## config.mk

```make
export PLATFORM = sky130hd
export DESIGN_NAME = sharp3_window
export DESIGN_NICKNAME = d
export VERILOG_FILES = /design/src/hdl/sharpen_3x3_line_buffer_filter_macros.svh /design/src/hdl/sharp3_pkg.sv /design/src/hdl/sharp3_window.sv
export SDC_FILE = /design/constraint.sdc
export NUM_CORES = 1
export LEC_CHECK = 0
export BUFFER_PORTS_ARGS = -buffer_cell sky130_fd_sc_hd__clkbuf_2
export CAP_MARGIN = 20
export CORE_UTILIZATION = 40
export DETAILED_ROUTE_END_ITERATION = 10
export SLEW_MARGIN = 20
export SYNTH_ARGS = -nofsm -noshare
export SYNTH_HDL_FRONTEND = slang
export SYNTH_SLANG_ARGS = --single-unit
export TNS_END_PERCENT = 5
```

## constraint.sdc

```tcl
create_clock -name clk -period 5.75 [get_ports clk]
set_input_delay 0.2875 -clock clk [delete_from_list [all_inputs] [get_ports clk]]
set_output_delay 0.2875 -clock clk [all_outputs]
set_load 0.02 [all_outputs]
```

## src/hdl/sharpen_3x3_line_buffer_filter_macros.svh

```systemverilog
// Assertion macros for the sharpen filter
`ifndef SHARPEN_3X3_LINE_BUFFER_FILTER_MACROS_SVH
`define SHARPEN_3X3_LINE_BUFFER_FILTER_MACROS_SVH

`ifndef SYNTH
`define SHF_ASSERT(lbl, prop) \
  lbl: assert property (@(posedge clk) disable iff (rst) (prop)) \
    else $error("sharpen filter assertion failed");
`define SHF_ASSERT_NEXT(lbl, ante, cons) \
  lbl: assert property (@(posedge clk) disable iff (rst) (ante) |=> (cons)) \
    else $error("sharpen filter assertion failed");
`else
`define SHF_ASSERT(lbl, prop)
`define SHF_ASSERT_NEXT(lbl, ante, cons)
`endif

`endif

```

## src/hdl/sharp3_pkg.sv

```systemverilog
// Shared constants, types and helper functions of the sharpen filter
`default_nettype none

package sharp3_pkg;

  localparam int LINE_WIDTH = 2048;
  localparam int COL_W      = $clog2(LINE_WIDTH);
  localparam int PIX_W      = 32;
  localparam int RGB_W      = 24;
  localparam int CH_W       = 8;
  localparam int SUM_W      = 12;
  localparam int NUM_BANKS  = 3;
  localparam int KEEP_W     = 4;

  typedef logic [1:0]       rot_t;
  typedef logic [COL_W-1:0] col_t;
  typedef logic [RGB_W-1:0] rgb_t;
  typedef logic [CH_W-1:0]  chan_t;
  typedef logic signed [SUM_W-1:0] sum_t;

  localparam rot_t  ROT_0    = 2'd0;
  localparam rot_t  ROT_1    = 2'd1;
  localparam rot_t  ROT_2    = 2'd2;
  localparam col_t  COL_LAST = col_t'(LINE_WIDTH - 1);
  localparam chan_t CH_MAX   = 8'hFF;

  typedef struct packed {
    logic wr_en;
    logic rd_en;
    col_t addr;
    rot_t wr_bank;
    rot_t old_bank;
    rot_t mid_bank;
    rgb_t wr_data;
  } mem_req_t;

  typedef struct packed {
    logic load;
    rot_t cold;
    rot_t cmid;
    rot_t cnew;
    rgb_t px;
  } win_ctl_t;

  typedef struct packed {
    sum_t blue;
    sum_t green;
    sum_t red;
  } sums_t;

  function automatic rot_t rot_inc(input rot_t r);
    return (r == ROT_2) ? ROT_0 : rot_t'(r + 2'd1);
  endfunction

  function automatic chan_t sat_abs(input sum_t s);
    logic [SUM_W-1:0] mag;
    mag = s[SUM_W-1] ? SUM_W'(-s) : SUM_W'(s);
    return (mag > SUM_W'(CH_MAX)) ? CH_MAX : mag[CH_W-1:0];
  endfunction

endpackage

`default_nettype wire

```

## src/hdl/sharp3_window.sv

```systemverilog
// 3x3 pixel window with per-channel sharpen sums
`default_nettype none

module sharp3_window (
  input  wire                   clk,
  input  wire                   rst,
  input  sharp3_pkg::win_ctl_t  ctl,
  input  sharp3_pkg::rgb_t      rd_old,
  input  sharp3_pkg::rgb_t      rd_mid,
  output sharp3_pkg::sums_t     sums
);
  import sharp3_pkg::*;

  typedef logic [2:0][RGB_W-1:0] wcol_t;

  wcol_t col0;
  wcol_t col1;
  wcol_t col2;
  wcol_t mid_col;
  wcol_t old_col;
  wcol_t new_col;
  sums_t sums_next;

  function automatic wcol_t pick(input rot_t sel, input wcol_t a, input wcol_t b,
                                 input wcol_t c);
    case (sel)
      ROT_0:   return a;
      ROT_1:   return b;
      default: return c;
    endcase
  endfunction

  function automatic sum_t chan_sum(input chan_t c, input chan_t u, input chan_t d,
                                    input chan_t l, input chan_t r);
    logic [SUM_W-1:0] acc;
    acc = SUM_W'({c, 2'b00}) + SUM_W'(c) - SUM_W'(u) - SUM_W'(d) - SUM_W'(l) - SUM_W'(r);
    return sum_t'(acc);
  endfunction

  assign new_col = {ctl.px, rd_mid, rd_old};
  assign mid_col = pick(ctl.cmid, col0, col1, col2);
  assign old_col = pick(ctl.cold, col0, col1, col2);

  always_comb begin
    sums_next.red   = chan_sum(mid_col[1][7:0],   mid_col[0][7:0],   mid_col[2][7:0],
                               old_col[1][7:0],   rd_mid[7:0]);
    sums_next.green = chan_sum(mid_col[1][15:8],  mid_col[0][15:8],  mid_col[2][15:8],
                               old_col[1][15:8],  rd_mid[15:8]);
    sums_next.blue  = chan_sum(mid_col[1][23:16], mid_col[0][23:16], mid_col[2][23:16],
                               old_col[1][23:16], rd_mid[23:16]);
  end

  always_ff @(posedge clk) begin
    if (rst) begin
      col0 <= '0;
      col1 <= '0;
      col2 <= '0;
    end else if (ctl.load) begin
      case (ctl.cnew)
        ROT_0:   col0 <= new_col;
        ROT_1:   col1 <= new_col;
        default: col2 <= new_col;
      endcase
    end
  end

  always_ff @(posedge clk) begin
    if (ctl.load) begin
      sums <= sums_next;
    end
  end

endmodule

`default_nettype wire

```

==> results of run 1 <==
worst register-to-register path, delay by kind of cell (launching register included):
kind                       cells  cell delay, ns
and+or+nand+nor                2            0.12
DFF                            1            0.31
AOI/OAI and AO/OA              5            1.41
buffers and inverters          2            0.10
adders and majority gates      4            1.83
muxes                          1            0.12
power by group through the flow:
| stage | logic (mW) | clock network, mW | registers, mW |
|---|---|---|---|
| floorplan | 1.14 | 0 | 2.27 |
| global placement | 1.68 | 0 | 2.13 |
| detailed placement | 1.70 | 0 | 2.13 |
| CTS | 1.74 | 2.09 | 2.09 |
| global route | 1.95 | 2.16 | 2.11 |
| finish | 1.73 | 2.05 | 2.09 |
state kept, by name (all words and copies together) (netlist names):
register	cells
col0	72
col1	72
col2	72
sums	36
timing repair:
item	in CTS	in global routing
setup endpoints to repair	0	0
hold buffers	46	0
hold endpoints to repair	133	0
worst paths after layout:
kind,slack (ns),end,from
min reg2reg,0.45,col0[2],col0[2]
max reg2reg,1.62,sums[9],col1[1]
min,0.02,col2[30],rd_mid[6]
max,1.49,sums[34],ctl[27]
placed cells by master, fill, tap and decap left out, types with 5 or more instances in the layout:
master / n
nand2_1: 486
a21oi_1: 297
dfxtp_1: 216
inv_1: 156
clkbuf_2: 113
mux2i_1: 96
fa_1: 90
nor2_1: 61
o21ai_0: 50
dlygate4sd3_1: 46
ha_1: 42
edfxtp_1: 36
clkbuf_16: 33
buf_4: 15
xnor2_1: 14
xor2_1: 10
clkinv_2: 7
o21a_1: 6
a21o_1: 5
nor3_1: 5
inv_4: 5
layout make-up:
class	instances	area [um^2]
Clock inverter	17	195.2
Tap cell	455	569.3
Multi-Input combinational cell	1223	7875
Timing Repair Buffer	178	1210
Sequential cell	252	5405
Clock buffer	39	878.3
Inverter	157	589.3
Fill cell	3414	18160
stage by stage:
step / utilization, % / setup slack (ns) / hold slack, ns / instances
finish: 47.94 / 1.485 / 0.01910 / 2321
CTS: 47.94 / 1.521 / 0.0001266 / 2321
global route: 47.94 / 1.179 / 0.002737 / 2321
global placement: 43.54 / 1.014 / 0.4412 / 2219
floorplan: - / 1.563 / 0.4000 / 1741
detailed placement: 43.54 / 0.9472 / 0.4458 / 2219
logic make-up (layout without fill, tap and decap cells):
family                   Yosys count  count (layout)  synth area share, %
flip-flops                       252             252                37.73
AND/OR/NAND/NOR                  582             582                15.86
XOR/XNOR                          24              24                1.467
adder cells (fa/ha/maj)          132             132                16.25
buffers and inverters            266             391                7.363
multiplexers                      96              96                6.708
AO/OA/AOI/OAI                    389             389                14.62
layer usage:
layer,track usage [%],vias to the layer above,routed length [um]
met5,0,-,0
li1,-,5832,-
met2,33.43,251,16920
met4,4.274,0,547
met1,30.21,5539,18060
met3,2.809,42,2014
==> results.yml, run 1 <==
power_and_ir_drop:
  power_frac_clock_pct: 34.9
  pwr-share-seq_pct: 35.7
  fin_total_pwr_mw: 5.862
  ir_drop_mv: 0.2126
  p_sw_share_pct: 32.06
  netSwitchingPower_mw: 1.879
  combinationalPowerShare_pct: 29.5
  power_density_mw_per_mm2: 350.6
  p_int_mw: 3.983
  power_leakage_nw: 6.829
clock_tree:
  clock_path_buffers: 3
  cts.sinks: 252
  htreeDepth: 1
  cts_made_buffers: 30
  clk_pin_slew_worst_paths_ns: 0.06
  cts_tree: "built"
  clock_latency_ns: 0.57
  post-cts-setup-buffers: 0
  cts_resized: 0
  cts_root_buf: "clkbuf_16"
floorplan:
  die_y_um: 191.2
  io_pins: 117
  die_w_um: 191.2
  dieArea_mm2: 0.03657
  start_util_pct: 41.07
  core_mm2: 0.03488
  rows: 68
timing:
  fin_crit_sh_pct: 74.17
  slew_headroom_pct: 27.22
  hold_violations: 0
  fin_tns_setup_ns: 0
  setup_viol: 0
  worst_slew_pin_slew_ns: 1.092
  maxSlewViolCount: 0
  rsz0062_at_grt: "no"
  skew_ns: 0.01953
  period_needed_ns: 4.265
  clock.fmax_mhz: 234.5
flow_run:
  max-cap-violations: 0
synthesis:
  ys_seq_area_share_pct: 37.73
  dominantRegCellSynth: "dfxtp_1"
  synth_enable_flop_cells: 36
  async_reset_ff_share_pct: 0
  syn_nets: 1954
  ys_types: 53
  synth_most_common_cell: "nand2_1"
  yosys-top-cells-count: "nand2_1, a21oi_1, dfxtp_1, inv_1, mux2i_1"
  syn_avg_cell_area_um2: 8.228
  synthCells: 1741
  netlist.area_leader.share_pct: 30.19
  ys_seq_elements: 252
  post-synth-top-area-cell: "dfxtp_1"
  netlist_top_cells_area: "dfxtp_1, nand2_1, fa_1, a21oi_1, edfxtp_1"
  synth_warnings: 0
  syn-cell-area_mm2: 0.01432
final_layout:
  drive_above_1_share_pct: 10.66
  antennaDiodeCount: 0
  fin_area_mm2: 0.01672
  fin_nets: 2055
  area_growth_pct: 16.74
drt:
  wl_per_cell_um: 16.18
  firstDrtPassIters: 5
  drt_iter0_markers: 659
  ant_nets: 0
  vias: 11660
  drc: 0
  wl_mm: 37.55
  viasPerCell: 5.025
worst_hold_path:
  hold_depth: 3
  hold_class: "input port to flop"
critical_path:
  crit_type: "input port to flop"
  crit_arrival_ns: 4.57
  path_buf_inv: 6
  worstPathMaxFanout: 84
  cp.depth: 16
  cp_cell_sequence: "buf_4, buf_4, nand2_1, o21ai_0, inv_1, fa_1, inv_1, fa_1, inv_1, fa_1, inv_1, ha_1, a21o_1, a21oi_1, o311a_1, o211ai_1"
  cpMaxStageDelayCell: "buf_4"
  worstSetupStartpointType: "input port"
  cp-end-kind: "flop"
  cp.required_ns: 6.06
  crit_top_cell: "inv_1"
  max_stage_delay_ns: 0.64
  reg2reg_depth: 14
  crit_family: "adder cells"
status:
  status: "finished, final reports clean"
global_routing:
  grt.overflow.total: 0
  antenna_found_initial: 0
  first_global_vias: 11280
  grt_max_degree: 140
  grtUsageTotal_pct: 20.98
  grt_pass1_wl_mm: 60.55
place:
  placed_area_mm2: 0.01519
  hpwlAfterDp_mm: 24.47
  routabilityCongestion: 0.8334
  buffer_ports.inserted: 116
Note: power is estimated with default switching activity, not from simulation.
==> run 2, diff against run 1 <==
ABC_AREA = 1   (was not set)
clock period = 3.7 ns   (was 5.75 ns; I/O delays follow)
==> results.yml, run 2 <==
critical_path:
  crit_type: "flop to flop"
  reg2reg_from: "col0[65]"
  reg2reg_depth: 14
  regToRegEndpoint: "sums[29]"
  worstPathMaxFanout: 3
  cp.required_ns: 4.01
  startpoint: "col0[65]"
  worstSetupStartpointType: "flop"
  crit_arrival_ns: 3.85
  rrSetupSlack_ns: 0.17
  cp-end-kind: "flop"
clock_tree:
  cts_tree: "built"
  cts.sinks: 252
  clk_pin_slew_worst_paths_ns: 0.06
  cts_root_buf: "clkbuf_16"
  htreeDepth: 1
  cts_made_buffers: 30
  clock_latency_ns: 0.57
  clock_path_buffers: 3
synthesis:
  syn_nets: 2041
  syn_avg_cell_area_um2: 7.834
  synth_most_common_cell: "nand2_1"
  async_reset_ff_share_pct: 0
  dominantRegCellSynth: "dfxtp_1"
  post-synth-top-area-cell: "dfxtp_1"
  netlist_top_cells_area: "dfxtp_1, nand2_1, fa_1, edfxtp_1, a21oi_1"
  ys_seq_elements: 252
  ys_seq_area_share_pct: 37.75
  netlist.area_leader.share_pct: 30.20
  synthCells: 1828
  synth_enable_flop_cells: 36
  syn-cell-area_mm2: 0.01432
  synth_warnings: 0
  ys_types: 34
  yosys-top-cells-count: "nand2_1, inv_1, dfxtp_1, a21oi_1, nor2_1"
drt:
  wl_per_cell_um: 16.67
  ant_nets: 0
  drc: 0
  firstDrtPassIters: 5
  viasPerCell: 5.011
  wl_mm: 42.69
  vias: 12830
  drt_iter0_markers: 833
place:
  routabilityCongestion: 0.9152
  buffer_ports.inserted: 116
  hpwlAfterDp_mm: 29.71
  pre_cts_ws_ns: -0.3222
timing:
  hold_violations: 0
  skew_ns: 0.01586
  clock.fmax_mhz: 283.0
  rsz0062_at_grt: "yes"
  maxSlewViolCount: 0
  period_needed_ns: 3.533
  worst_slew_pin_slew_ns: 1.061
  setup_slack_ns: 0.1670
  fin_tns_setup_ns: 0
  setup_viol: 0
  slew_headroom_pct: 29.26
  fin_crit_sh_pct: 95.49
global_routing:
  grtUsageTotal_pct: 23.66
  grt_max_degree: 94
  antenna_found_initial: 1
  grt.overflow.total: 0
  first_global_vias: 12430
  grt_pass1_wl_mm: 67.45
final_layout:
  register_area_mm2: 0.005408
  antennaDiodeCount: 0
  final_cell_mix: "nand2_1, inv_1, dfxtp_1"
  fillers: 3375
  reg.largest.list: "col0 (72), col1 (72), col2 (72)"
  multi_input_area_mm2: 0.007656
  fin_nets: 2296
  area_growth_pct: 26.40
  drive_above_1_share_pct: 17.05
  layout_commonest_cell: "nand2_1"
status:
  status: "finished, final reports clean"
flow_run:
  max-cap-violations: 0
worst_hold_path:
  hold_depth: 2
  hold_class: "input port to flop"
  hold_end: "col0[50]"
  hp-start: "rst"
floorplan:
  die_y_um: 191.2
  core_mm2: 0.03488
  dieArea_mm2: 0.03656
  die_w_um: 191.2
  io_pins: 117
  start_util_pct: 41.05
  rows: 68
power_and_ir_drop:
  power_density_mw_per_mm2: 672.3
  ir_drop_mv: 0.4947
  power_leakage_nw: 8.029
==> run 2: cell count changes after synthesis, moves of 42 or more <==
cell / change
mux2i_1: -96
o21ai_0: -42
a21oi_1: -83
nand3_1: +46
nand2_1: +65
inv_1: +83
nor2_1: +42
==> run 2: area by class of cell <==
cell class                      instances  area share [%]
Clock buffer                           40           4.867
Clock inverter                         15           1.134
Inverter                              247           5.122
Multi-Input combinational cell       1233           42.30
Sequential cell                       252           29.88
Tap cell                              455           3.145
Timing Repair Buffer                  319           13.56
==> run 2: cell families (layout without fill, tap and decap cells) <==
kind of cell / count (synthesis) / in the layout / synth area share, %
AND/OR/NAND/NOR: 724 / 724 / 19.83
XOR/XNOR: 15 / 15 / 0.9175
adder cells (fa/ha/maj): 132 / 132 / 16.25
buffers and inverters: 343 / 621 / 9.777
flip-flops: 252 / 252 / 37.75
AO/OA/AOI/OAI: 362 / 362 / 15.48
==> run 2: what timing repair did <==
item                       in CTS  in global routing
buffers inserted                0                  1
gates resized for setup         0                 35
setup endpoints to repair       0                 21
hold endpoints to repair      212                  0
hold buffers                   72                  0
==> run 2: worst max path at each step <==
stage                           to  slack (ns)  cells after the start
after global routing      sums[19]      -0.006                     15
after CTS                 sums[32]        0.06                     14
final                     sums[29]        0.17                     14
after detailed placement  sums[32]       -0.32                     18
after floorplan           sums[33]        0.05                     19
after global placement    sums[32]       -0.31                     18
==> run 2: metrics by stage <==
stage	instances	util [%]	power [mW]	hold WS (ns)	area [um^2]
finish	2561	51.89	12.17	0.1243	18100
global route	2561	51.89	13.18	0.1496	18100
CTS	2560	51.47	12.07	0.1227	17960
detailed placement	2433	46.29	8.810	0.4509	16150
global placement	2433	46.29	8.736	0.4467	16150
floorplan	1828	-	6.866	0.2975	14320
==> run 2: layer usage <==
layer	track usage, %	up-vias	share of wire (%)
met3	4.223	53	6.9
met1	32.72	6011	46
met2	37.25	389	44
met4	7.631	2	2.9
li1	-	6378	-
met5	0	-	0.030
==> run 2: power by group <==
group | leakage (nW) | switching [mW] | internal [mW]
Sequential | 2.12 | 0.102 | 3.27
Clock | 0.531 | 1.23 | 1.96
Combinational | 5.38 | 3.19 | 2.42
==> run 2: worst max-delay path, cell delays in order (launching register included) <==
cell and delay [ns]:
dfxtp_1 0.31, or2_2 0.30, o221ai_2 0.10, buf_4 0.17
fa_1 0.42, fa_1 0.48, inv_1 0.05, fa_1 0.59
inv_1 0.06, ha_1 0.28, nand3_1 0.08, nand3_1 0.13
nand2_1 0.09, nand2_1 0.06, xor2_1 0.15
